**src/rtl/aob_pkg.sv**
```systemverilog
// ----------------------------------------------------------------------------
// aob_pkg
// Shared types and constants for the alpha-over opacity blend pipeline.
// ----------------------------------------------------------------------------
package aob_pkg;

    localparam int FRAC_BITS = 16;
    localparam int OP_W      = FRAC_BITS + 1;
    localparam int Y_W       = FRAC_BITS + 8;
    localparam int OUTA_W    = FRAC_BITS + 2;
    localparam int NUM_W     = FRAC_BITS + 10;
    localparam int D_W       = OUTA_W + 1;
    localparam int Q_W       = 9;
    localparam int DIV_LAT   = Q_W;

    localparam logic [OP_W-1:0] ONE = {1'b1, {FRAC_BITS{1'b0}}};
    localparam logic [OP_W-1:0] COPY_THRESH =
        OP_W'((64'd999 * (64'd1 << FRAC_BITS) + 64'd999) / 64'd1000);

    // floor(2^32 / 255), underestimates x/255 by at most one
    localparam int          RECIP_SH  = 32;
    localparam logic [31:0] RECIP_255 = 32'h0101_0101;

    typedef struct packed {
        logic [7:0] src_r;
        logic [7:0] src_g;
        logic [7:0] src_b;
        logic [7:0] src_a;
        logic [7:0] dst_r;
        logic [7:0] dst_g;
        logic [7:0] dst_b;
        logic [7:0] dst_a;
    } t_pix_in;

    typedef struct packed {
        logic [7:0] out_r;
        logic [7:0] out_g;
        logic [7:0] out_b;
        logic [7:0] out_a;
    } t_pix_out;

endpackage

```
**src/rtl/aob_div_lane.sv**
```systemverilog
// ----------------------------------------------------------------------------
// aob_div_lane
// Pipelined restoring divider, one quotient bit per stage.
// ----------------------------------------------------------------------------
module aob_div_lane (
    input  logic                      i_clk,
    input  logic                      i_en,
    input  logic [aob_pkg::NUM_W-1:0] i_num,
    input  logic [aob_pkg::D_W-1:0]   i_den,
    output logic [aob_pkg::Q_W-1:0]   o_quo
);
    import aob_pkg::*;

    logic [NUM_W-1:0] r_rem [Q_W];
    logic [D_W-1:0]   r_den [Q_W];
    logic [Q_W-1:0]   r_quo [Q_W];

    for (genvar k = 0; k < Q_W; k++) begin : g_stage
        logic [NUM_W-1:0] rem_in;
        logic [D_W-1:0]   den_in;
        logic [Q_W-1:0]   quo_in;
        logic [NUM_W:0]   sub;
        logic             ge;

        if (k == 0) begin : g_first
            assign rem_in = i_num;
            assign den_in = i_den;
            assign quo_in = '0;
        end else begin : g_next
            assign rem_in = r_rem[k-1];
            assign den_in = r_den[k-1];
            assign quo_in = r_quo[k-1];
        end

        assign sub = (NUM_W + 1)'(den_in) << (Q_W - 1 - k);
        assign ge  = {1'b0, rem_in} >= sub;

        always_ff @(posedge i_clk) begin
            if (i_en) begin
                r_rem[k] <= ge ? NUM_W'({1'b0, rem_in} - sub) : rem_in;
                r_den[k] <= den_in;
                r_quo[k] <= ge ? (quo_in | (Q_W'(1) << (Q_W - 1 - k))) : quo_in;
            end
        end
    end

    assign o_quo = r_quo[Q_W-1];

endmodule

```
**config.mk**
```make
export PLATFORM = sky130hd
export DESIGN_NAME = aob_div_lane
export DESIGN_NICKNAME = d
export VERILOG_FILES = /design/src/rtl/aob_pkg.sv /design/src/rtl/aob_div_lane.sv
export SDC_FILE = /design/constraint.sdc
export NUM_CORES = 1
export LEC_CHECK = 0
export BUFFER_PORTS_ARGS = -buffer_cell sky130_fd_sc_hd__buf_2
export CORE_MARGIN = 1.5
export CORE_UTILIZATION = 56
export DETAILED_ROUTE_END_ITERATION = 12
export PLACE_DENSITY_LB_ADDON = 0.25
export SYNTH_ARGS = -nofsm -noshare
export SYNTH_HDL_FRONTEND = slang
export SYNTH_SLANG_ARGS = --single-unit
```
**constraint.sdc**
```tcl
create_clock -name i_clk -period 4 [get_ports i_clk]
set_input_delay 0.2 -clock i_clk [delete_from_list [all_inputs] [get_ports i_clk]]
set_output_delay 0.2 -clock i_clk [all_outputs]
set_load 0.005 [all_outputs]
```
=== After elaboration in Yosys (flattened, before gate mapping) ===
Memories as Yosys holds them, arrays and structs flattened.
Cells that the tools add are included.

* Register bits: 0
* Bits in latches: 0
* RAM bits: 486
* Memory bits (read-only): 0
* Input bits: 47
* Word-level logic and storage cells: 41
* Memories kept: 3

{| class="wikitable"
|+ Memories
! name !! words !! width !! rd ports !! clocked after Yosys merged registers in !! write ports !! line !! RTL
|-
| r_rem || 9 || 26 || 8 || 0 || 9 || aob_div_lane.sv:14 || <nowiki>logic [NUM_W-1:0] r_rem [Q_W];</nowiki>
|-
| r_den || 9 || 19 || 8 || 0 || 9 || aob_div_lane.sv:15 || <nowiki>logic [D_W-1:0] r_den [Q_W];</nowiki>
|-
| r_quo || 9 || 9 || 9 || 0 || 9 || aob_div_lane.sv:16 || <nowiki>logic [Q_W-1:0] r_quo [Q_W];</nowiki>
|}

* $add $sub $neg: 9
* Multipliers: 0
* Div/mod/pow operators: 0
* Order comparisons: 9
* Equality and inequality tests: 0
* Shifts and indexed selects: 0
* Muxes and demuxes: 20
* Bitwise operators: 0
* Reductions and logical operators: 0

{| class="wikitable"
|+ Operators by type and width
! cell !! count
|-
| $mux W26 || 9
|-
| $sub A26 B26 Y26 || 2
|-
| $ge A26 B27 Y1 || 1
|-
| $ge A26 B19 Y1 || 1
|-
| $ge A26 B20 Y1 || 1
|-
| $ge A26 B21 Y1 || 1
|-
| $ge A26 B22 Y1 || 1
|-
| $ge A26 B23 Y1 || 1
|-
| $ge A26 B24 Y1 || 1
|-
| $ge A26 B25 Y1 || 1
|-
| $ge A26 B26 Y1 || 1
|-
| $sub A26 B19 Y26 || 1
|-
| $sub A26 B20 Y26 || 1
|-
| $sub A26 B21 Y26 || 1
|-
| $sub A26 B22 Y26 || 1
|-
| $sub A26 B23 Y26 || 1
|-
| $sub A26 B24 Y26 || 1
|-
| $sub A26 B25 Y26 || 1
|-
| $mux W9 || 1
|-
| $mux W8 || 1
|-
| $mux W7 || 1
|-
| $mux W6 || 1
|-
| $mux W5 || 1
|-
| $mux W4 || 1
|-
| other kinds (3) || 5
|}

=== Logic depth before layout (Yosys ltp) ===
Gate-level depths: netlist of run 1.
An unclocked memory read counts as a cell.

* Depth after elaboration: 3
* Mapped depth: 13
* Gate-level depth less buffers: 12

=== Worst setup path after synthesis of run 1 ===
OpenSTA, ideal clock, no wires.

* Path type: flip-flop to flip-flop
* Start point: mem r_rem[0][82] (netlist name)
* End point: mem r_rem[0][123] (netlist name), data pin
* Arrival: 2,850 ps
* Path slack: 882 ps
* Stages on the path, launching flop included: 12
* Buffers on the path: 1
* Clock period less this slack: 3,118 ps
* Path through: edfxtp_1 -> inv_1 -> ha_1 -> inv_1 -> fa_1 -> a211oi_1 -> o211ai_1 -> a31o_1 -> or4_1 -> a21oi_2 -> clkbuf_1 -> o21ai_0

{| class="wikitable"
|+ RTL lines
! what !! line
|-
| from (decl) || aob_div_lane.sv:14
|}

==> summary.md, run 1 <==
| Metric | Value |
|---|---|
| Status | completed |
| Vias | approximately 15,000 |
| Mux cell area share after synthesis | between 3 and 4% |
| Crit. End Element | flip-flop |
| Number of synthesis warnings | 0 |
| Number of global-route vias before repair | 15,306 |
| Layout overhead on the synthesized area | 12.3% |
| CP max stage cell | nor2b_2 |
| Fin nets | about 2,300 |
| Normalized max-slew margin | 31.1% |
| Worst Skew | about 0.014 ns |
| Tmin final | between 3 and 4 ns |
| Initial antenna violation count | 0 |
| Io pins | 56 |
| Critical-path cell list | ha_1 > nor2b_1 > o31a_1 > o221ai_1 > a221oi_1 > or3b_1 > nor2b_2 > mux2_2 |
| Commonest non-fill, non-tap cell in the layout | edfxtp_1 |
| CTS tree | yes |
| Critical R2R Launch | r_rem[0][108]$_DFFE_PP_ |
| GPL Wtd Cong | slightly below 1 |
| Max-cap violation count | 0 |
| Sequential area share after synthesis | a little over half |
| Area of the die | 41,600 um^2 |
| First-pass GRT wire length | 71,100 um |
| Post-CTS setup buffers | 0 |
| Top delay family on crit path | simple AND/OR/NAND/NOR gates |
| Simple-gate share of the synthesized area | under 10% |
| DP Area | 23,700 um^2 |
| Peak supply drop | approximately 0.31 mV |
| Worst path max stage delay | around 0.64 ns |
| Leakage Power | between 0.01 and 0.015 uW |
| Number of distinct library cells after synthesis | 75 |
| CTS Buf Count | 42 |
| Port bufs | 55 |
| WS Path Type | flip-flop to flip-flop |
| Commonest non-fill, non-tap cells in the layout | edfxtp_1, inv_1, ha_1 |
| N_diodes | 0 |
| Root Buffer Master | clkbuf_16 |
| Post-Syn Area | about 23,000 um^2 |
| Placeable Area | 39,700 um^2 |
| Final period utilization | just over 90% |
| Starting density of the core | between 50 and 60% |
| Clock sink total | slightly above 400 |
| Ys flop type | edfxtp_1 |
| Req. time, crit path | roughly 4.3 ns |
| Maximum number of pins on one net before global-route repair | 92 |
| Final hold violations | 0 |
| HP Class | primary input to flip-flop |
| Post-route DRC | 0 |
| Syn_nets | roughly 2,200 |
| Compound-gate portion of the synthesized area | 14.2% |
| Synthesized area per cell | approximately 11 um^2 |
| Die Width | just over 200 um |
| Chip height | 204 um |
| Count of final setup violators | 0 |
| Setup TNS | 0 ns |
| CTS max path bufs | 3 |
| Design Area, Final | 25,400 um^2 |
| Transition time at the pin with the least slew margin | 1.02 ns |
| Worst hold start | i_en |
| Layout cells sized above 1 | between 10% and 20% |
| GRT overflow | 0 |
| Largest family of logic cells by synthesized area | compound AO/OA/AOI/OAI gates |
| Starting DRT DRC Count | ~770 |
| Site Rows | 73 |
| Max Freq | approximately 270 MHz |
| H-tree depth | 2 |
| Max Slew Vio Count | 0 |
| Tot GR Track Use | 21.3% |
| Number of flops mapped to enable cells by yosys | between 400 and 500 |
| Critical Path AT | 3.99 ns |
| DR vias/cell | ~5.6 |
| Max Fanout on Critical Path | 21 |
| Crit start category | flip-flop |
| Iteration count of the initial detailed-routing pass | 5 |
| Worst Path Buf+Inv | 0 |
| Clk_lat worst skew | 0.57 ns |
| Reg clk slew, reported paths | around 0.050 ns |
| Final ANT Viol Nets | 0 |
| RSZ-0062 raised after global routing | false |
| Flop and latch count out of synthesis | 405 |
| DRT Wirelength | 43,200 um |
| Post-DP HPWL | 32,100 um |
| Gate count after technology mapping | about 2,000 |
| Power Dens Cells | ~630 nW/um^2 |
| Critical path launch point | r_rem[0][108]$_DFFE_PP_ |
| FFs w/ async S/R, synth | 0% |
| Synth Area in XOR/XNOR | 4.92% |
| Wire per inst | around 16 um |
| Adder-cell share of the synthesized area | 10.1% |
## sequential cells by signal (all words and copies together), names as in the netlist
name	flops
r_rem	208
r_den	152
r_quo	45
## Yosys cell counts, types with 16 or more instances
cell,instances,area (um^2)
edfxtp_1,405,12200
inv_1,212,796
ha_1,170,2130
a21oi_1,141,706
nand2_1,123,462
o21ai_0,120,601
nor2_1,114,428
xnor2_1,70,613
xor2_1,57,499
a21o_1,51,383
mux2_2,47,529
nor3_1,42,210
o21a_1,32,240
nand4_1,31,194
o21ai_1,25,125
a211oi_1,23,173
nor2b_1,22,138
nand3_1,21,105
o31ai_1,18,135
nand2b_1,16,100
## per-layer routing
metal	track usage, %	up-vias	part of all wire, %
met5	0	-	0
met4	12.2	0	5.2
met3	2.85	132	2.9
met2	40.8	278	53
met1	22.0	7080	39
li1	-	7581	-
## final cells by class
class	count	area (um^2)
fillers	3020	14400
flip-flops and latches	405	12200
multi-input cells	1324	9500
clock buffers	49	1080
repair buffers	131	993
inverters	214	803
well taps	525	657
clock inverters	22	173
## cells by family (layout without fill, tap and decap cells)
kind of cell,Yosys count,count (layout)
compound gates,509,509
xor+xnor,127,127
fa+ha+maj,178,178
buf+inv,243,416
flops,405,405
mux,61,61
simple gates,449,449
## worst paths after layout
path                              to  slack, ns  depth (start not counted)
min reg2reg   r_quo[0][66]$_DFFE_PP_       0.42                          0
max reg2reg  r_rem[0][134]$_DFFE_PP_       0.32                          8
min          r_den[0][114]$_DFFE_PP_       0.14                          1
max          r_rem[0][134]$_DFFE_PP_       0.32                          8
## report_power, final
| part | leakage, uW | switching, uW | internal (uW) |
|---|---|---|---|
| Combinational | 0.00562 | 3290 | 2640 |
| Sequential | 0.00393 | 473 | 5960 |
| Clock | 0.000618 | 1550 | 2050 |
## what timing repair did
action | 4_1_cts | 5_1_grt
resized for setup | 0 | 1
hold endpoints to repair | 45 | 0
hold buffers | 45 | 0
setup endpoints to repair | 0 | 1
## metrics by stage
stage / total power [uW] / hold slack [ns] / utilization (%) / std cells / worst slack (ns)
2_1_floorplan: 10900 / 0.299 / - / 1972 / 0.882
3_3_place_gp: 12100 / 0.393 / 59.6 / 2554 / 0.438
3_5_place_dp: 12300 / 0.396 / 59.6 / 2554 / 0.315
4_1_cts: 16000 / 0.145 / 63.8 / 2670 / 0.299
5_1_grt: 17000 / 0.157 / 63.8 / 2670 / 0.129
6_report: 16000 / 0.143 / 63.8 / 2670 / 0.318
No activity file was read; power rests on OpenSTA's default activity.
==> run 2, diff against run 1 <==
==> constraint.sdc (replaced) <==
create_clock -name i_clk -period 4.4 [get_ports i_clk]
set_input_delay 0.22 -clock i_clk [delete_from_list [all_inputs] [get_ports i_clk]]
set_output_delay 0.22 -clock i_clk [all_outputs]
set_load 0.005 [all_outputs]
==> summary.md, run 2 (synthesized netlist as in run 1, its figures left out) <==
| Metric | Value |
|---|---|
| Die Width | 204 um (unchanged) |
| Wire per inst | 16.7 um (+3.5%) |
| Tot GR Track Use | 21.7% (+0.48 points) |
| GPL Wtd Cong | 0.959 (-1.9%) |
| Power Dens Cells | 581 nW/um^2 (-7.7%) |
| Fill cells | 2,974 (-1.5%) |
| RSZ-0062 raised after global routing | false |
| Count of final setup violators | 0 (unchanged) |
| Number of global-route vias before repair | 15,431 (+0.82%) |
| DRT Wirelength | 44,600 um (+3.4%) |
| Area of the die | 41,600 um^2 (unchanged) |
| Final ANT Viol Nets | 0 (unchanged) |
| Transition time at the pin with the least slew margin | 0.962 ns (-0.0607 ns) |
| DP Cell Count | 2,546 (-0.31%) |
| Tmin final | 3.80 ns (+0.117 ns) |
| Max Slew Vio Count | 0 (unchanged) |
| First-pass GRT wire length | 72,500 um (+2.0%) |
| Iteration count of the initial detailed-routing pass | 6 (+1) |
| FF-to-FF setup slack | 0.60 ns (+0.28 ns) |
| Max Freq | 263 MHz (-3.1%) |
| Maximum number of pins on one net before global-route repair | 110 (+20%) |
| Commonest non-fill, non-tap cell in the layout | edfxtp_1 |
| Site Rows | 73 (unchanged) |
| Hold_buf cts | 45 (unchanged) |
| Biggest register | r_rem |
| Multi-input gate area | 9500 um^2 (about the same) |
| Setup TNS | 0 ns (unchanged) |
| Req. time, crit path | 4.70 ns (+0.39 ns) |
| Crit start category | flip-flop |
| CTS tree | yes |
| Fin nets | 2,336 (-0.30%) |
| Largest registers | r_rem x208, r_den x152, r_quo x45 |
| GRT overflow | 0 (unchanged) |
| HP Class | primary input to flip-flop |
| Non-filler instance count after layout | 2,666 (-0.15%) |
| Worst Skew | 0.0124 ns (-0.00108 ns) |
| WS Path Type | flip-flop to flip-flop |
| Layout cells sized above 1 | 9.81% (-0.21 points) |
| Vias | 15,079 (+0.053%) |
| Post-CTS sizing | 0 (unchanged) |
| Max reg flops | 208 (unchanged) |
| Max Fanout on Critical Path | 19 (-9.5%) |
| Leakage Power | 0.0102 uW (about the same) |
| N_diodes | 0 (unchanged) |
| CTS max path bufs | 3 (unchanged) |
| Post-CTS setup buffers | 0 (unchanged) |
| Reg clk slew, reported paths | 0.06 ns (about the same) |
| Max-cap violation count | 0 (unchanged) |
| Port bufs | 55 (unchanged) |
| Starting density of the core | 56.9% (unchanged) |
| Critical Path AT | 4.10 ns (+0.11 ns) |
| Initial antenna violation count | 0 (unchanged) |
| Placeable Area | 39,700 um^2 (unchanged) |
| Starting DRT DRC Count | 796 (+3.6%) |
| Crit. End Element | flip-flop |
| CTS Buf Count | 43 (+2.4%) |
| Post-DP HPWL | 32,800 um (+2.2%) |
| H-tree depth | 2 (unchanged) |
| Io pins | 56 (unchanged) |
| Clock sink total | 405 (unchanged) |
| Clk_lat worst skew | 0.57 ns (about the same) |
| Normalized max-slew margin | 35.2% (+4.1 points) |
| Status | completed |
| Reg area | 12,200 um^2 (unchanged) |
| Root Buffer Master | clkbuf_16 |
| Final hold violations | 0 (unchanged) |
| DR vias/cell | 5.66 (+0.20%) |
| Chip height | 204 um (unchanged) |
| Final period utilization | 86.4% (-5.7 points) |
| Layout overhead on the synthesized area | 12.6% |
| Commonest non-fill, non-tap cells in the layout | edfxtp_1, inv_1, ha_1 |
| Post-route DRC | 0 (unchanged) |
| Peak supply drop | 0.361 mV (+17%) |
run 2: cell types whose count changed in the layout (fill, tap and decap cells not counted):
cell and delta:
clkbuf_1 +2, buf_4 -9, clkinv_1 -1, inv_6 -2
clkbuf_16 +1, inv_16 +1, a2111oi_1 -1, clkinv_8 +1
clkinvlp_4 +1, clkinv_4 -1, bufinv_16 +2, buf_12 +1
a2111oi_0 +1
run 2: area by class of cell:
| cell class | instances | area share, % |
|---|---|---|
| timing repair buffer | 123 | 3.72 |
| tap | 525 | 2.58 |
| clock inverter | 23 | 0.969 |
| inverter | 214 | 3.16 |
| clock buffer | 52 | 4.36 |
| sequential | 405 | 47.8 |
| multi-input combinational | 1324 | 37.4 |
run 2: worst paths after layout:
path | cells after the start | start | end
worst max-delay path | 9 | r_rem[0][123]$_DFFE_PP_ | r_rem[0][142]$_DFFE_PP_
worst min register to register | 0 | r_quo[0][44]$_DFFE_PP_ | r_quo[0][53]$_DFFE_PP_
worst min-delay path | 1 | i_en | r_rem[0][183]$_DFFE_PP_
worst max register to register | 9 | r_rem[0][123]$_DFFE_PP_ | r_rem[0][142]$_DFFE_PP_
run 2: routing by layer:
layer	share of wire, %	global-route usage (%)	wire (um)	vias up
li1	-	-	-	7562
met1	38	22.1	17100	7044
met2	53	42.0	23700	336
met3	3.3	3.14	1460	137
met4	5.3	12.6	2370	0
met5	0	0	0	-
run 2: power by group:
part           internal [uW]  total (uW)  switching (uW)
combinational           2380        5440            3060
sequential              5420        5840             427
clock                   2040        3490            1450
run 2: metrics by stage:
stage / setup WS [ns] / hold WS, ns / instance area, um^2 / total power, uW / utilization, %
after floorplan: 1.28 / 0.319 / 22600 / 9910 / -
after global placement: 0.765 / 0.401 / 23600 / 11100 / 59.4
after detailed placement: 0.690 / 0.405 / 23600 / 11200 / 59.4
after CTS: 0.662 / 0.222 / 25400 / 14800 / 64.0
after global routing: 0.400 / 0.242 / 25400 / 15700 / 64.0
final: 0.600 / 0.210 / 25400 / 14800 / 64.0
run 2: worst max-delay path, cell delays in order (launching register included):
cell      delay, ns
edfxtp_1       0.40
ha_1           0.37
a21oi_1        0.37
o311ai_0       0.22
a311oi_1       0.45
a221oi_1       0.21
or3b_1         0.45
nor2b_2        0.64
buf_4          0.30
o21ai_0        0.12
==> run 3, diff against run 2 <==
--- a/config.mk
+++ b/config.mk
@@ -6,6 +6,7 @@
 export NUM_CORES = 1
 export LEC_CHECK = 0
 export BUFFER_PORTS_ARGS = -buffer_cell sky130_fd_sc_hd__buf_2
+export CORE_ASPECT_RATIO = 1.2
 export CORE_MARGIN = 1.5
 export CORE_UTILIZATION = 56
 export DETAILED_ROUTE_END_ITERATION = 12
==> summary.md, run 3 (synthesized netlist as in run 1, its figures left out) <==
| Metric | Value |
|---|---|
| Status | completed |
| CTS tree | yes |
| Critical Path AT | 4.25 ns (+0.15 ns) |
| GPL Wtd Cong | 0.954 (-0.57%) |
| Maximum number of pins on one net before global-route repair | 132 (+20%) |
| Wire per inst | 17.2 um (+2.4%) |
| Min setup slack post-route | 0.460 ns (-0.140 ns) |
| Setup TNS | 0 ns (unchanged) |
| Tot GR Track Use | 22.3% (+0.51 points) |
| WS Path Type | flip-flop to flip-flop |
| Final ANT Viol Nets | 0 (unchanged) |
| Port bufs | 55 (unchanged) |
| Non-filler instance count after layout | 2,672 (+0.23%) |
| Top delay family on crit path | simple AND/OR/NAND/NOR gates |
| Final period utilization | 89.6% (+3.2 points) |
| Worst Skew | 0.0228 ns (+0.0103 ns) |
| Vias | 14,990 (-0.59%) |
| FF-to-FF setup slack | 0.46 ns (-0.14 ns) |
| Layout overhead on the synthesized area | 12.5% (about the same) |
| CTS max path bufs | 3 (unchanged) |
| Leakage Power | 0.0102 uW (about the same) |
| Max Fanout on Critical Path | 28 (+9) |
| Max Slew Vio Count | 0 (unchanged) |
| Chip height | 223 um (+9.4%) |
| Levels on crit path | 8 (-1) |
| Count of final setup violators | 0 (unchanged) |
| Busiest grt layer | met2 |
| Site Rows | 80 (+9.6%) |
| GRT overflow | 0 (unchanged) |
| First-pass GRT wire length | 74,400 um (+2.6%) |
| Total power | 14,800 uW (+0.40%) |
| Pre-CTS setup slack | 0.477 ns (-0.214 ns) |
| Die Width | 186 um (-8.6%) |
| Largest registers | r_rem x208, r_den x152, r_quo x45 |
| RSZ-0062 raised after global routing | false |
| Final hold violations | 0 (unchanged) |
| Max-cap violation count | 0 (unchanged) |
| Hold Crit Depth | 2 (+1) |
| Post-DP HPWL | 34,100 um (+4.0%) |
| H-tree depth | 2 (unchanged) |
| Crit. End Element | flip-flop |
| Critical-path cell list | ha_1 > nor2b_1 > o31a_1 > o221ai_1 > a221oi_1 > or3b_1 > nor2b_2 > mux2_2 |
| Post-route DRC | 0 (unchanged) |
| Number of global-route vias before repair | 15,684 (+1.6%) |
| Clock sink total | 405 (unchanged) |
| Worst hold start | i_num[9] |
| Final Util | 64.0% (about the same) |
| DP Cell Count | 2,553 (+0.27%) |
| Met2 Usage GRT | 46.5% (+4.6 points) |
| Met1 Resource Use GR | 21.1% (-0.95 points) |
| Biggest register | r_rem |
| CP max stage cell | nor2b_2 |
| Iteration count of the initial detailed-routing pass | 5 (-1) |
| N_diodes | 0 (unchanged) |
| Clk_lat worst skew | 0.56 ns (about the same) |
| M3 GR Usage | 2.63% (-0.51 points) |
| Hold EP | r_rem[0][9]$_DFFE_PP_ |
| Root Buffer Master | clkbuf_16 |
| Layout cells sized above 1 | 9.86% (+0.056 points) |
| Commonest non-fill, non-tap cell in the layout | edfxtp_1 |
| DRT Wirelength | 45,800 um (+2.7%) |
| Normalized max-slew margin | 18.7% (-16 points) |
| Worst path max stage delay | 0.83 ns (+0.19 ns) |
| Max Freq | 254 MHz (-3.6%) |
| Io pins | 56 (unchanged) |
| Starting density of the core | 56.8% (about the same) |
| R2R cell count | 8 (-1) |
| Peak supply drop | 0.305 mV (-16%) |
| Tmin final | 3.94 ns (+0.140 ns) |
| Fin nets | 2,332 (-0.17%) |
| Worst reg2reg endpoint | r_rem[0][136]$_DFFE_PP_ |
| Max reg flops | 208 (unchanged) |
| Crit start category | flip-flop |
| Req. time, crit path | 4.70 ns (about the same) |
| Worst Path Buf+Inv | 0 (-1) |
| HP Class | primary input to flip-flop |
| Transition time at the pin with the least slew margin | 1.22 ns (+0.257 ns) |
| Commonest non-fill, non-tap cells in the layout | edfxtp_1, inv_1, ha_1 |
| CTS Buf Count | 42 (-2.3%) |
| Starting DRT DRC Count | 798 (+0.25%) |
| Area of the die | 41,600 um^2 (about the same) |
| Reg clk slew, reported paths | 0.06 ns (about the same) |
| Power Dens Cells | 583 nW/um^2 (+0.41%) |
| Placeable Area | 39,700 um^2 (about the same) |
| Initial antenna violation count | 0 (unchanged) |
| Critical R2R Launch | r_rem[0][108]$_DFFE_PP_ |
| DR vias/cell | 5.61 (-0.81%) |
[run 3: cell types whose count changed in the layout (fill, tap and decap cells not counted), sizes merged]
cell,delta
buf,-1
dlygate4sd3,-2
bufinv,+1
clkinv,+4
inv,-1
clkbuf,-3
[run 3: stage by stage]
stage | instance area, um^2 | hold slack, ns
2_1_floorplan | 22600 | 0.319
3_3_place_gp | 23600 | 0.400
3_5_place_dp | 23600 | 0.405
4_1_cts | 25400 | 0.00709
5_1_grt | 25400 | 0.0419
6_report | 25400 | 0.0406
[run 3: worst max-delay path by stage]
stage | end | slack (ns) | start
floorplan | r_rem[0][123]$_DFFE_PP_ | 1.28 | r_rem[0][82]$_DFFE_PP_
global placement | r_rem[0][136]$_DFFE_PP_ | 0.53 | r_rem[0][108]$_DFFE_PP_
detailed placement | r_rem[0][134]$_DFFE_PP_ | 0.48 | r_rem[0][108]$_DFFE_PP_
CTS | r_rem[0][136]$_DFFE_PP_ | 0.48 | r_rem[0][108]$_DFFE_PP_
global route | r_rem[0][136]$_DFFE_PP_ | 0.26 | r_rem[0][108]$_DFFE_PP_
finish | r_rem[0][136]$_DFFE_PP_ | 0.46 | r_rem[0][108]$_DFFE_PP_
[run 3: cell type report]
class	count	area (um^2)
Sequential cell	405	12200
Multi-Input combinational cell	1324	9500
Inverter	214	803
Tap cell	533	667
Timing Repair Buffer	120	918
Clock buffer	49	1100
Clock inverter	27	274
Fill cell	3035	14300
[run 3: worst reg2reg max path, cell delays in order, from the launching register on]
cell,delay [ns]
edfxtp_1,0.45
ha_1,0.35
nor2b_1,0.15
o31a_1,0.27
o221ai_1,0.51
a221oi_1,0.26
or3b_1,0.46
nor2b_2,0.83
mux2_2,0.43
[run 3: power breakdown]
group          leakage (uW)  internal [uW]  switching (uW)
logic               0.00558           2380            3080
registers           0.00393           5420             433
clock network      0.000675           2080            1440
[run 3: repair_timing]
action,CTS,global route
buffers inserted,0,0
hold endpoints to repair,43,0
resized for setup,0,0
hold buffers,43,0
[run 3: routing by layer]
metal | routed length [um] | share of wire (%)
met5 | 0 | 0
met3 | 1190 | 2.6
met1 | 16600 | 36
met2 | 26100 | 57
met4 | 1980 | 4.3
